File: src/drm_pkg.sv
// package for the des retail mac block: payload structs, des tables, helpers
// depends on nothing
`default_nettype none
package drm_pkg;

    typedef struct packed {
        logic [63:0] data_block;
        logic [3:0]  valid_bytes;
        logic        last_block;
    } t_in_item;

    typedef struct packed {
        logic [63:0] mac_value;
        logic        bad_length;
    } t_out_item;

    localparam logic CFG_KEY_ONE = 1'b0;
    localparam logic CFG_KEY_TWO = 1'b1;

    typedef enum logic [2:0] {
        ST_IDLE,
        ST_DATA,
        ST_PAD,
        ST_DEC,
        ST_ENC,
        ST_OUT
    } t_state;

    // one des operation request to the core
    typedef struct packed {
        logic        start;
        logic        decrypt;
        logic [63:0] key;
        logic [63:0] blk;
    } t_des_req;

    localparam logic [7:0] IP_T [64] = '{
        58,50,42,34,26,18,10,2,60,52,44,36,28,20,12,4,
        62,54,46,38,30,22,14,6,64,56,48,40,32,24,16,8,
        57,49,41,33,25,17,9,1,59,51,43,35,27,19,11,3,
        61,53,45,37,29,21,13,5,63,55,47,39,31,23,15,7};
    localparam logic [7:0] FP_T [64] = '{
        40,8,48,16,56,24,64,32,39,7,47,15,55,23,63,31,
        38,6,46,14,54,22,62,30,37,5,45,13,53,21,61,29,
        36,4,44,12,52,20,60,28,35,3,43,11,51,19,59,27,
        34,2,42,10,50,18,58,26,33,1,41,9,49,17,57,25};
    localparam logic [7:0] E_T [48] = '{
        32,1,2,3,4,5,4,5,6,7,8,9,8,9,10,11,12,13,12,13,14,15,16,17,
        16,17,18,19,20,21,20,21,22,23,24,25,24,25,26,27,28,29,28,29,30,31,32,1};
    localparam logic [7:0] P_T [32] = '{
        16,7,20,21,29,12,28,17,1,15,23,26,5,18,31,10,
        2,8,24,14,32,27,3,9,19,13,30,6,22,11,4,25};
    localparam logic [7:0] PC1_T [56] = '{
        57,49,41,33,25,17,9,1,58,50,42,34,26,18,10,2,59,51,43,35,27,19,11,3,
        60,52,44,36,63,55,47,39,31,23,15,7,62,54,46,38,30,22,14,6,61,53,45,37,
        29,21,13,5,28,20,12,4};
    localparam logic [7:0] PC2_T [48] = '{
        14,17,11,24,1,5,3,28,15,6,21,10,23,19,12,4,26,8,16,7,27,20,13,2,
        41,52,31,37,47,55,30,40,51,45,33,48,44,49,39,56,34,53,46,42,50,36,29,32};
    // rounds with a single-bit key rotation
    localparam logic [15:0] ROT1 = 16'b1000_0001_0000_0011;

    localparam logic [3:0] SBOX [8][64] = '{
        '{14,4,13,1,2,15,11,8,3,10,6,12,5,9,0,7,0,15,7,4,14,2,13,1,10,6,12,11,9,5,3,8,
          4,1,14,8,13,6,2,11,15,12,9,7,3,10,5,0,15,12,8,2,4,9,1,7,5,11,3,14,10,0,6,13},
        '{15,1,8,14,6,11,3,4,9,7,2,13,12,0,5,10,3,13,4,7,15,2,8,14,12,0,1,10,6,9,11,5,
          0,14,7,11,10,4,13,1,5,8,12,6,9,3,2,15,13,8,10,1,3,15,4,2,11,6,7,12,0,5,14,9},
        '{10,0,9,14,6,3,15,5,1,13,12,7,11,4,2,8,13,7,0,9,3,4,6,10,2,8,5,14,12,11,15,1,
          13,6,4,9,8,15,3,0,11,1,2,12,5,10,14,7,1,10,13,0,6,9,8,7,4,15,14,3,11,5,2,12},
        '{7,13,14,3,0,6,9,10,1,2,8,5,11,12,4,15,13,8,11,5,6,15,0,3,4,7,2,12,1,10,14,9,
          10,6,9,0,12,11,7,13,15,1,3,14,5,2,8,4,3,15,0,6,10,1,13,8,9,4,5,11,12,7,2,14},
        '{2,12,4,1,7,10,11,6,8,5,3,15,13,0,14,9,14,11,2,12,4,7,13,1,5,0,15,10,3,9,8,6,
          4,2,1,11,10,13,7,8,15,9,12,5,6,3,0,14,11,8,12,7,1,14,2,13,6,15,0,9,10,4,5,3},
        '{12,1,10,15,9,2,6,8,0,13,3,4,14,7,5,11,10,15,4,2,7,12,9,5,6,1,13,14,0,11,3,8,
          9,14,15,5,2,8,12,3,7,0,4,10,1,13,11,6,4,3,2,12,9,5,15,10,11,14,1,7,6,0,8,13},
        '{4,11,2,14,15,0,8,13,3,12,9,7,5,10,6,1,13,0,11,7,4,9,1,10,14,3,5,12,2,15,8,6,
          1,4,11,13,12,3,7,14,10,15,6,8,0,5,9,2,6,11,13,8,1,4,10,7,9,5,0,15,14,2,3,12},
        '{13,2,8,4,6,15,11,1,10,9,3,14,5,0,12,7,1,15,13,8,10,3,7,4,12,5,6,11,0,14,9,2,
          7,11,4,1,9,12,14,2,0,6,10,13,15,3,5,8,2,1,14,7,4,10,8,13,15,12,9,0,3,5,6,11}};

    function automatic logic [63:0] f_ip(input logic [63:0] x);
        logic [63:0] y;
        for (int i = 0; i < 64; i++) y[63-i] = x[64 - 32'(IP_T[i])];
        return y;
    endfunction

    function automatic logic [63:0] f_fp(input logic [63:0] x);
        logic [63:0] y;
        for (int i = 0; i < 64; i++) y[63-i] = x[64 - 32'(FP_T[i])];
        return y;
    endfunction

    function automatic logic [55:0] f_pc1(input logic [63:0] x);
        logic [55:0] y;
        for (int i = 0; i < 56; i++) y[55-i] = x[64 - 32'(PC1_T[i])];
        return y;
    endfunction

    function automatic logic [47:0] f_pc2(input logic [55:0] x);
        logic [47:0] y;
        for (int i = 0; i < 48; i++) y[47-i] = x[56 - 32'(PC2_T[i])];
        return y;
    endfunction

    function automatic logic [31:0] f_feistel(input logic [31:0] r, input logic [47:0] sk);
        logic [47:0] e;
        logic [31:0] s;
        logic [31:0] p;
        logic [5:0]  six;
        for (int i = 0; i < 48; i++) e[47-i] = r[32 - 32'(E_T[i])];
        e = e ^ sk;
        for (int j = 0; j < 8; j++) begin
            six = e[42-6*j +: 6];
            s[28-4*j +: 4] = SBOX[j][{six[5], six[0], six[4:1]}];
        end
        for (int i = 0; i < 32; i++) p[31-i] = s[32 - 32'(P_T[i])];
        return p;
    endfunction

endpackage
`default_nettype wire

File: src/drm_des_core.sv
// iterative des unit: one round per cycle, 16 rounds per block
// depends on drm_pkg
`default_nettype none
module drm_des_core (
    input  wire logic              i_clk,
    input  wire logic              i_rst_n,
    input  wire drm_pkg::t_des_req i_req,
    output logic                   o_done,
    output logic [63:0]            o_result
);
    logic        r_busy, n_busy;
    logic [3:0]  r_round, n_round;
    logic        r_dec;
    logic [27:0] r_c, r_d, n_c, n_d;
    logic [31:0] r_l, r_r, n_l, n_r;
    logic        r_done;
    logic [63:0] r_result, n_result;

    logic [55:0] w_cd;
    logic [63:0] w_x;
    logic [27:0] w_c, w_d;
    logic [47:0] w_sk;
    logic [31:0] w_t;
    logic        w_one;

    always_comb begin
        w_cd     = drm_pkg::f_pc1(i_req.key);
        w_x      = drm_pkg::f_ip(i_req.blk);
        n_busy   = r_busy;
        n_round  = r_round;
        n_c      = r_c;
        n_d      = r_d;
        n_l      = r_l;
        n_r      = r_r;
        n_result = r_result;
        w_c      = r_c;
        w_d      = r_d;
        // encrypt rotates left before use, decrypt uses key then rotates right
        w_one    = drm_pkg::ROT1[r_dec ? 4'd15 - r_round : r_round];
        if (!r_dec) begin
            w_c = w_one ? {r_c[26:0], r_c[27]} : {r_c[25:0], r_c[27:26]};
            w_d = w_one ? {r_d[26:0], r_d[27]} : {r_d[25:0], r_d[27:26]};
        end
        w_sk = drm_pkg::f_pc2({w_c, w_d});
        w_t  = r_l ^ drm_pkg::f_feistel(r_r, w_sk);
        if (i_req.start && !r_busy) begin
            n_busy  = 1'b1;
            n_round = '0;
            n_c     = w_cd[55:28];
            n_d     = w_cd[27:0];
            n_l     = w_x[63:32];
            n_r     = w_x[31:0];
        end else if (r_busy) begin
            n_l = r_r;
            n_r = w_t;
            if (r_dec) begin
                // rotate right by the amount of the round being undone
                n_c = w_one ? {r_c[0], r_c[27:1]} : {r_c[1:0], r_c[27:2]};
                n_d = w_one ? {r_d[0], r_d[27:1]} : {r_d[1:0], r_d[27:2]};
            end else begin
                n_c = w_c;
                n_d = w_d;
            end
            n_round = r_round + 4'd1;
            if (r_round == 4'd15) begin
                n_busy   = 1'b0;
                n_result = drm_pkg::f_fp({w_t, r_r});
            end
        end
    end

    always_ff @(posedge i_clk) begin
        if (!i_rst_n) begin
            r_busy <= 1'b0;
            r_done <= 1'b0;
        end else begin
            r_busy <= n_busy;
            r_done <= r_busy && (r_round == 4'd15);
        end
        r_round  <= n_round;
        r_c      <= n_c;
        r_d      <= n_d;
        r_l      <= n_l;
        r_r      <= n_r;
        r_result <= n_result;
        if (i_req.start && !r_busy) r_dec <= i_req.decrypt;
    end

    assign o_done   = r_done;
    assign o_result = r_result;
endmodule
`default_nettype wire

File: src/drm_seq.sv
// sequencer for the retail mac: chaining, padding and final des steps
// depends on drm_pkg
`default_nettype none
module drm_seq (
    input  wire logic               i_clk,
    input  wire logic               i_rst_n,
    input  wire logic               in_valid,
    output logic                    in_ready,
    input  wire drm_pkg::t_in_item  in_data,
    output logic                    out_valid,
    input  wire logic               out_ready,
    output drm_pkg::t_out_item      out_data,
    input  wire logic [63:0]        i_key_one,
    input  wire logic [63:0]        i_key_two,
    output drm_pkg::t_des_req       o_req,
    input  wire logic               i_done,
    input  wire logic [63:0]        i_result
);
    drm_pkg::t_state    r_state, n_state;
    logic [63:0]        r_chain, n_chain;
    logic               r_pad, n_pad;
    logic               r_go, n_go;
    drm_pkg::t_out_item r_out, n_out;
    logic [3:0]         w_nv;
    logic [63:0]        w_keep, w_padv;

    always_comb begin
        w_nv   = (in_data.valid_bytes > 4'd8) ? 4'd8 : in_data.valid_bytes;
        w_keep = ~(64'hFFFF_FFFF_FFFF_FFFF >> {w_nv, 3'b000});
        w_padv = (w_nv == 4'd8) ? 64'd0 : (64'h80 << (7'd56 - {w_nv[2:0], 3'b000}));
        n_state = r_state;
        n_chain = r_chain;
        n_pad   = r_pad;
        n_go    = 1'b0;
        n_out   = r_out;
        o_req.start   = r_go;
        o_req.decrypt = (r_state == drm_pkg::ST_DEC);
        o_req.key     = (r_state == drm_pkg::ST_DEC) ? i_key_two : i_key_one;
        o_req.blk     = r_chain;
        in_ready  = (r_state == drm_pkg::ST_IDLE);
        out_valid = (r_state == drm_pkg::ST_OUT);
        out_data  = r_out;
        unique case (r_state)
            drm_pkg::ST_IDLE: begin
                if (in_valid) begin
                    if (!in_data.last_block && w_nv != 4'd8) begin
                        n_chain = '0;
                        n_out   = '{mac_value: '0, bad_length: 1'b1};
                        n_state = drm_pkg::ST_OUT;
                    end else begin
                        n_chain = r_chain ^ ((in_data.data_block & w_keep) | w_padv);
                        n_pad   = in_data.last_block && (w_nv == 4'd8);
                        n_go    = 1'b1;
                        n_state = in_data.last_block ? drm_pkg::ST_PAD : drm_pkg::ST_DATA;
                    end
                end
            end
            drm_pkg::ST_DATA: if (i_done) begin
                n_chain = i_result;
                n_state = drm_pkg::ST_IDLE;
            end
            drm_pkg::ST_PAD: if (i_done) begin
                n_go = 1'b1;
                if (r_pad) begin
                    n_chain = i_result ^ 64'h8000_0000_0000_0000;
                    n_pad   = 1'b0;
                end else begin
                    n_chain = i_result;
                    n_state = drm_pkg::ST_DEC;
                end
            end
            drm_pkg::ST_DEC: if (i_done) begin
                n_chain = i_result;
                n_go    = 1'b1;
                n_state = drm_pkg::ST_ENC;
            end
            drm_pkg::ST_ENC: if (i_done) begin
                n_out   = '{mac_value: i_result, bad_length: 1'b0};
                n_chain = '0;
                n_state = drm_pkg::ST_OUT;
            end
            drm_pkg::ST_OUT: if (out_ready) n_state = drm_pkg::ST_IDLE;
            default: n_state = drm_pkg::ST_IDLE;
        endcase
    end

    always_ff @(posedge i_clk) begin
        if (!i_rst_n) begin
            r_state <= drm_pkg::ST_IDLE;
            r_chain <= '0;
            r_go    <= 1'b0;
            r_pad   <= 1'b0;
        end else begin
            r_state <= n_state;
            r_chain <= n_chain;
            r_go    <= n_go;
            r_pad   <= n_pad;
        end
        r_out <= n_out;
    end
endmodule
`default_nettype wire

File: src/des_retail_mac_top.sv
// top level of the iso 9797-1 algorithm 3 retail mac
// depends on drm_pkg, drm_seq, drm_des_core
//
// channel | direction | payload             | handshake
// in      | in        | drm_pkg::t_in_item  | in_valid / in_ready
// out     | out       | drm_pkg::t_out_item | out_valid / out_ready
// cfg     | in        | index + 64-bit key  | cfg_valid / cfg_ready (always ready)
//
// each des pass runs on the shared round unit, with a handoff through the sequencer
// full non-last block: the next accept waits until its des pass is done
// last block: 3 passes (4 if aligned), then the result waits on out
// short non-last block: error result in the cycle after accept, no des pass
// reset clears chain, keys and sequencer; stalls on out hold the block
`default_nettype none
module des_retail_mac_top (
    input  wire logic               i_clk,
    input  wire logic               i_rst_n,
    input  wire logic               in_valid,
    output logic                    in_ready,
    input  wire drm_pkg::t_in_item  in_data,
    output logic                    out_valid,
    input  wire logic               out_ready,
    output drm_pkg::t_out_item      out_data,
    input  wire logic               cfg_valid,
    output logic                    cfg_ready,
    input  wire logic [7:0]         cfg_index,
    input  wire logic [63:0]        cfg_data
);
    logic [63:0]       r_key_one, r_key_two;
    drm_pkg::t_des_req w_req;
    logic              w_done;
    logic [63:0]       w_result;

    assign cfg_ready = 1'b1;

    // key registers; indexes past the list are dropped
    always_ff @(posedge i_clk) begin
        if (!i_rst_n) begin
            r_key_one <= '0;
            r_key_two <= '0;
        end else if (cfg_valid && cfg_index[7:1] == 7'd0) begin
            if (cfg_index[0] == drm_pkg::CFG_KEY_ONE) r_key_one <= cfg_data;
            if (cfg_index[0] == drm_pkg::CFG_KEY_TWO) r_key_two <= cfg_data;
        end
    end

    drm_seq u_seq (
        .i_clk, .i_rst_n, .in_valid, .in_ready, .in_data,
        .out_valid, .out_ready, .out_data,
        .i_key_one(r_key_one), .i_key_two(r_key_two),
        .o_req(w_req), .i_done(w_done), .i_result(w_result)
    );

    drm_des_core u_des (
        .i_clk, .i_rst_n, .i_req(w_req), .o_done(w_done), .o_result(w_result)
    );
endmodule
`default_nettype wire

File: config.mk
export PLATFORM = sky130hd
export DESIGN_NAME = des_retail_mac_top
export DESIGN_NICKNAME = d
export VERILOG_FILES = /design/src/drm_pkg.sv /design/src/drm_des_core.sv /design/src/drm_seq.sv /design/src/des_retail_mac_top.sv
export SDC_FILE = /design/constraint.sdc
export NUM_CORES = 1
export LEC_CHECK = 0
export BUFFER_PORTS_ARGS = -buffer_cell sky130_fd_sc_hd__buf_2
export CORE_ASPECT_RATIO = 0.9
export CORE_MARGIN = 2
export CORE_UTILIZATION = 46
export CTS_CLUSTER_SIZE = 24
export DETAILED_ROUTE_END_ITERATION = 8
export GPL_ROUTABILITY_DRIVEN = 0
export PLACE_DENSITY = 0.63
export REMOVE_ABC_BUFFERS = 1
export SETUP_SLACK_MARGIN = 0.02
export SLEW_MARGIN = 20
export SYNTH_ARGS = -nofsm -noshare
export SYNTH_HDL_FRONTEND = slang
export SYNTH_SLANG_ARGS = --single-unit
export TNS_END_PERCENT = 10
File: constraint.sdc
create_clock -name i_clk -period 20.4 [get_ports i_clk]
set_input_delay 4.08 -clock i_clk [delete_from_list [all_inputs] [get_ports i_clk]]
set_output_delay 4.08 -clock i_clk [all_outputs]
set_load 0.1 [all_outputs]
==> results of run 1 <==
-- layout make-up --
class	instances	area [um^2]
inverter	74	296.5
multi-input combinational	2504	15240
clock inverter	24	244.0
timing repair buffer	236	1281
fill	5607	29100
tap	783	979.7
sequential	437	11250
clock buffer	64	1271
-- where the power goes --
group          total [W]  switching, W  internal (W)
logic            0.00376       0.00240       0.00136
clock network   0.000849      0.000369      0.000480
registers        0.00147      0.000224       0.00125
-- sequential cells by signal (all words and copies together), names as in the netlist --
name	count
u_seq.out_data	65
u_seq.r_pad	1
u_des.r_d	28
u_des.r_c	28
u_seq.r_chain	64
u_des.o_done	1
r_key_one	56
u_des.r_r	32
u_des.r_dec	1
u_des.o_result	64
u_des.r_round	4
u_seq.r_state	3
u_des.r_busy	1
u_des.r_l	32
r_key_two	56
u_seq.r_go	1
-- routing by layer --
metal	wire length, um	vias to the layer above
met5	58	-
met4	2610	10
met3	9138	160
met2	37890	1387
met1	39450	12340
li1	-	12050
-- critical path: stages, from the launching register on --
cell and delay, ps:
edfxtp_1 320, buf_4 520, maj3_2 340, buf_4 390
mux2_2 650, buf_4 570, a21oi_1 180, a211oi_1 900
nor2_1 350, ha_1 350, mux2i_1 140, nand2b_1 120
o31ai_1 80, a221oi_1 410, nor2_1 120, o311a_1 370
a211oi_1 730, xor2_1 190, mux2_2 310
-- synthesized netlist by cell type (all sizes together) (17+ instances only) --
cell	instances
nand3	65
nand2	660
o31ai	39
a31oi	108
xor2	18
a211oi	104
nand2b	28
ha	63
clkbuf	184
o21ai	109
nor3	50
xnor2	108
or3	18
or4	17
a21oi	211
mux2i	61
a32oi	31
edfxtp	250
dfxtp	187
or2	25
a22oi	72
mux2	41
inv	69
nor2	283
and3	81
o211ai	34
nand4	21
nor4	20
buf	62
-- worst max path at each step --
stage	start	endpoint	slack, ps	cells past startpoint
after floorplan	in_data[4]	u_seq.out_data[0]	10650	3
after global placement	u_des.r_dec	u_des.r_r[9]	13320	18
after detailed placement	u_des.r_dec	u_des.r_r[9]	13250	18
after CTS	u_des.r_dec	u_des.r_r[9]	13250	18
after global routing	u_des.r_dec	u_des.r_r[9]	12710	18
final	u_des.r_dec	u_des.r_r[9]	13090	18
-- cell families after synthesis --
kind of cell | count (synthesis) | share of synthesized area
buffers and inverters | 320 | 0.04690
adders and majority gates | 64 | 0.02890
and+or+nand+nor | 1302 | 0.2079
AOI/OAI and AO/OA | 897 | 0.2209
muxes | 113 | 0.04798
xor gates and xnor gates | 127 | 0.04070
DFF | 437 | 0.4067
other | 1 | 0.0001355
-- through the flow --
step	hold slack, ps	std cells	instance area [um^2]	util
floorplan	426.4	3015	26660	-
global placement	438.4	4033	29000	0.4860
detailed placement	446.7	4034	29020	0.4864
CTS	455.7	4122	30540	0.5118
global route	467.7	4122	30560	0.5122
finish	453.5	4122	30560	0.5122
==> flow_metrics.py, run 1 <==
metrics = {
    "grt": {
        "grt.total_usage": 0.2755,
        "grt_use_met2": 0.4090,
        "grt_pass1_wl_mm": 138.1,
        "antenna_found_initial": 6,
        "grt_pass1_vias": 24000,
        "grt_use_met1": 0.3989,
        "top_usage_layer": "met2",
        "overflow": 0,
        "grt_max_degree": 95,
        "use_met3": 0.06063,
    },
    "yosys": {
        "ys_top_cells_by_area": "edfxtp_1, dfxtp_1, nand2_1",
        "ys_seq_area_frac": 0.4067,
        "synth_top_area_share": 0.2713,
        "synth_cells": 3261,
        "synth_area_um2": 27670,
        "synth.distinct_cells": 93,
        "synth.largest_area_cell": "edfxtp_1",
        "yosysWarnings": 0,
        "synthFlopType": "edfxtp_1",
        "async_reset_ff_frac": 0,
        "synth_seq_cells": 437,
        "syn_area_per_cell_um2": 8.484,
        "synth_edf_count": 250,
    },
    "sta": {
        "timing.final.max_slew_violations": 0,
        "tns_ps": 0,
        "skew_ps": 42.38,
        "setup_slack_ps": 13090,
        "grt_setup_unrepaired": "false",
        "period_minus_slack_ps": 7312,
        "max_freq_mhz": 136.8,
        "tightest_slew_ps": 1063,
        "relSlewSlack": 0.2892,
        "setup_viol": 0,
        "fin_crit_sh": 0.3584,
        "hold_viol_final": 0,
    },
    "critical_path": {
        "worst-setup-path-type": "reg2reg",
        "reg2regPathDepth": 18,
        "end_kind": "register",
        "start_kind": "register",
        "reg2reg_slack_ps": 13090,
        "path_max_fanout": 61,
        "reg2reg_from": "u_des.r_dec",
        "regToRegEndpoint": "u_des.r_r[9]",
        "worstPathArrival_ps": 7660,
        "cp.required_ps": 20750,
    },
    "finish": {
        "fin_nets": 3509,
        "antenna_cells": 0,
        "final_common_cell": "nand2_1",
        "drive_above_1_share": 0.1288,
        "layout-area-overhead-vs-synth_pct": 10.46,
        "final_cell_mix": "nand2_1, nor2_1, edfxtp_1",
    },
    "route": {
        "ant_nets": 0,
        "vias": 25940,
        "drc": 0,
        "vias_per_cell": 6.293,
        "dr.pass1.iters": 6,
        "drt_wl_total_mm": 89.15,
        "routedWlPerCell_um": 21.63,
        "drt_iter0_markers": 3477,
    },
    "min_path": {
        "worstHoldPathType": "reg2reg",
        "holdPathEnd": "r_key_one[23]",
        "min-delay-start": "r_key_one[23]",
        "hold_depth": 2,
    },
    "run": {
        "max_cap_violations": 0,
    },
    "floorplan": {
        "coreArea_um2": 59660,
        "rows": 85,
        "fp.dieH_um": 236.7,
        "start_util": 0.4637,
        "die_width_um": 262.5,
        "die_area_um2": 62130,
        "num_io_pins": 214,
    },
    "power_and_ir_drop": {
        "total_power_w": 0.006080,
        "ir_worst_vdd_mv": 0.09547,
        "power.density_nw_per_um2": 198.9,
        "p_leak_nw": 11.18,
    },
    "clock_network": {
        "clk_pin_slew_worst_paths_ps": 60,
        "cts_tree": "built",
        "cts_root_buf": "clkbuf_16",
        "cts_resized": 0,
        "insertion_delay_ps": 620,
        "cts_setup_buffers": 0,
        "ctsHoldBuffers": 0,
        "htreeDepth": 2,
        "cts.sinks": 437,
        "clockBufferDepth": 3,
        "cts_buffers": 47,
    },
    "place": {
        "dp_slack_ps": 13250,
        "hpwl_mm": 60.96,
        "port_buffers": 204,
    },
    "status": {
        "status": "finished, final reports clean",
    },
}
No activity file was read; power rests on OpenSTA's default activity.
==> inputs of run 2 (changes only) <==
--- a/config.mk
+++ b/config.mk
@@ -5,6 +5,7 @@
 export SDC_FILE = /design/constraint.sdc
 export NUM_CORES = 1
 export LEC_CHECK = 0
+export ABC_AREA = 1
 export BUFFER_PORTS_ARGS = -buffer_cell sky130_fd_sc_hd__buf_2
 export CORE_ASPECT_RATIO = 0.9
 export CORE_MARGIN = 2
@@ -12,7 +13,7 @@
 export CTS_CLUSTER_SIZE = 24
 export DETAILED_ROUTE_END_ITERATION = 8
 export GPL_ROUTABILITY_DRIVEN = 0
-export PLACE_DENSITY = 0.63
+export PLACE_DENSITY = 0.65
 export REMOVE_ABC_BUFFERS = 1
 export SETUP_SLACK_MARGIN = 0.02
 export SLEW_MARGIN = 20
==> constraint.sdc (replaced) <==
create_clock -name i_clk -period 6.5 [get_ports i_clk]
set_input_delay 1.3 -clock i_clk [delete_from_list [all_inputs] [get_ports i_clk]]
set_output_delay 1.3 -clock i_clk [all_outputs]
set_load 0.1 [all_outputs]
==> run 2 against run 1 <==
  * Global-route usage is 0.74 points lower
  * Die area down 7.0%
  * Hold slack improved by 22 ps
  * Register-to-register slack got worse by 11000 ps
  * Largest cell class unchanged
  * Highest routed layer unchanged
==> flow_metrics.py, run 2 <==
metrics = {
    "clock_network": {
        "htreeDepth": 2,
        "cts_buffers": 49,
        "cts_tree": "built",
        "cts_root_buf": "clkbuf_16",
        "clockBufferDepth": 3,
        "insertion_delay_ps": 600,
        "cts_resized": 0,
        "cts_setup_buffers": 0,
        "ctsHoldBuffers": 0,
        "cts.sinks": 437,
        "clk_pin_slew_worst_paths_ps": 60,
    },
    "power_and_ir_drop": {
        "power.density_nw_per_um2": 551.9,
        "clkPwrFrac": 0.174,
        "pwr-share-comb": 0.557,
        "p_seq_frac": 0.269,
        "switching_share": 0.5024,
        "power_switching_w": 0.007951,
        "p_leak_nw": 12.62,
        "internal-power_w": 0.007875,
        "ir_worst_vdd_mv": 0.2292,
    },
    "yosys": {
        "synthTopCellsByCount": "nand2_1, nand3_1, nor2_1",
        "synth-simple-area-share": 0.3325,
        "synth_top_family_by_area": "simple AND/OR/NAND/NOR gates",
        "synth_compound_area_frac": 0.1139,
        "synthAdderAreaFrac": 0.03068,
        "synth_xor_area_frac": 0.01899,
        "synth_seq_cells": 437,
        "synthFlopType": "edfxtp_1",
        "syn_area_per_cell_um2": 7.375,
        "synth_edf_count": 250,
        "synth_cells": 3484,
        "ys_seq_area_frac": 0.4379,
        "synth.distinct_cells": 45,
        "async_reset_ff_frac": 0,
        "synth_area_um2": 25690,
        "synth_most_common_cell": "nand2_1",
        "synth_top_area_share": 0.2922,
        "yosysWarnings": 0,
        "synth_mux_area_frac": 0,
        "synth.largest_area_cell": "edfxtp_1",
        "ys_top_cells_by_area": "edfxtp_1, dfxtp_1, nand2_1",
    },
    "route": {
        "dr.pass1.iters": 5,
        "ant_nets": 0,
        "drc": 0,
        "vias_per_cell": 5.549,
        "drt_wl_total_mm": 78.51,
        "drt_iter0_markers": 2567,
        "vias": 24140,
        "routedWlPerCell_um": 18.05,
    },
    "finish": {
        "multi_input_area_um2": 12790,
        "fill_cells": 5511,
        "fin_nets": 3800,
        "final_util": 0.5176,
        "drive_above_1_share": 0.1195,
        "seqCellArea_um2": 11250,
        "final_cell_mix": "nand2_1, nand3_1, nor2_1",
        "final_common_cell": "nand2_1",
        "layout-area-overhead-vs-synth_pct": 11.61,
        "largest_reg_flops": 65,
    },
    "sta": {
        "skew_ps": 11.25,
        "fin_crit_sh": 0.6400,
        "tightest_slew_ps": 1069,
        "whs_ps": 475.8,
        "relSlewSlack": 0.2873,
        "period_minus_slack_ps": 4160,
        "max_freq_mhz": 240.4,
        "tns_ps": 0,
        "hold_viol_final": 0,
        "setup_viol": 0,
        "timing.final.max_slew_violations": 0,
        "grt_setup_unrepaired": "false",
    },
    "critical_path": {
        "path_max_fanout": 70,
        "end_kind": "register",
        "regToRegEndpoint": "u_des.r_r[12]",
        "crit_chain": "buf_4 -> inv_2 -> buf_12 -> or2_2 -> nand2_1 -> nand2_1 -> nand2_1 -> inv_1 -> ha_1 -> inv_1 -> nand2_1 -> nand3_1 -> nand2_1 -> nand2_1 -> nand3_1 -> nand2_1 -> nand2_1 -> nand3_1 -> nand2_1",
        "critPathMaxStageDelay_ps": 580,
        "critPathSlowestCell": "buf_4",
        "worstPathArrival_ps": 4510,
        "cpMostUsedCell": "nand2_1",
        "worst-setup-path-type": "reg2reg",
        "reg2regPathDepth": 19,
        "start_kind": "register",
        "reg2reg_from": "u_des.r_dec",
        "cp.required_ps": 6850,
        "reg2reg_slack_ps": 2340,
        "path_buf_inv": 5,
        "critPathTopFamily": "buffers and inverters",
    },
    "place": {
        "hpwl_mm": 54.75,
        "port_buffers": 204,
    },
    "grt": {
        "grt_max_degree": 97,
        "grt.total_usage": 0.2681,
        "grt_pass1_wl_mm": 122.7,
        "grt_pass1_vias": 21800,
        "overflow": 0,
        "antenna_found_initial": 8,
    },
    "floorplan": {
        "start_util": 0.4638,
        "fp.dieH_um": 228.2,
        "coreArea_um2": 55400,
        "die_area_um2": 57760,
        "die_width_um": 253.1,
        "num_io_pins": 214,
        "rows": 82,
    },
    "min_path": {
        "min-delay-start": "r_key_one[43]",
        "hold_depth": 2,
        "worstHoldPathType": "reg2reg",
        "holdPathEnd": "r_key_one[43]",
    },
    "run": {
        "max_cap_violations": 0,
    },
    "status": {
        "status": "finished, final reports clean",
    },
}
==> run 2: cell types whose count changed in the layout (fill, tap and decap cells not counted), moves of 74 or more <==
| cell | previous run | this run |
|---|---|---|
| o21ai_0 | 108 | 342 |
| inv_1 | 67 | 217 |
| a211oi_1 | 104 | 0 |
| nand3_1 | 64 | 594 |
| nand2_1 | 658 | 842 |
| a21oi_1 | 211 | 118 |
| a31oi_1 | 108 | 3 |
| nor2_1 | 277 | 401 |
| and3_1 | 80 | 1 |
| xnor2_1 | 105 | 31 |
==> run 2: worst max-delay path by stage <==
stage	from	to	slack, ps	cells after the start
after global routing	u_des.r_dec	u_des.o_result[0]	1980	22
after CTS	u_des.r_dec	u_des.o_result[12]	2440	16
after detailed placement	in_data[4]	u_seq.r_chain[61]	2360	10
after global placement	in_data[4]	u_seq.r_chain[61]	2430	10
final	u_des.r_dec	u_des.r_r[12]	2340	19
after floorplan	u_seq.r_go	u_des.r_c[13]	-600	4
==> run 2: area by class of cell <==
class,instances,area share
flip-flops and latches,437,0.3923
inverters,239,0.03137
repair buffers,233,0.04372
multi-input cells,2631,0.4459
clock buffers,70,0.04983
well taps,714,0.03115
clock inverters,22,0.005410
diodes,4,0.0003490
==> run 2: metrics by stage <==
step	cell area (um^2)	setup WS (ps)	power, W	std cells
6_report	28680	2340	0.01583	4350
5_1_grt	28670	1985	0.01702	4346
4_1_cts	28670	2438	0.01571	4346
3_5_place_dp	27080	2361	0.01293	4254
3_3_place_gp	27080	2431	0.01288	4254
2_1_floorplan	24900	-598.8	0.01066	3307
==> run 2: cells by family after synthesis <==
logic type                 Yosys count
and+or+nand+nor                   1977
AOI/OAI and AO/OA                  542
DFF                                437
buffers and inverters              416
adders and majority gates           63
xor gates and xnor gates            48
other                                1
==> run 2: power groups by stage <==
stage          combinational (W)  sequential, W  clock, W
3_5_place_dp             0.00864        0.00429         0
4_1_cts                  0.00867        0.00424   0.00280
3_3_place_gp             0.00859        0.00428         0
6_report                 0.00881        0.00425   0.00276
5_1_grt                  0.00981        0.00431   0.00291
2_1_floorplan            0.00561        0.00506         0
==> run 2: tightest hold or removal path, delay by kind of cell, from the launching register on <==
kind | cells | cell delay [ps]
DFF | 1 | 320
and+or+nand+nor | 2 | 120
==> run 2: layer usage <==
metal	share of wire	track usage	vias to the layer above
met5	0.00047	0	-
li1	-	-	11920
met2	0.42	0.3916	1012
met4	0.028	0.08506	6
met1	0.45	0.3905	11080
met3	0.099	0.06241	128
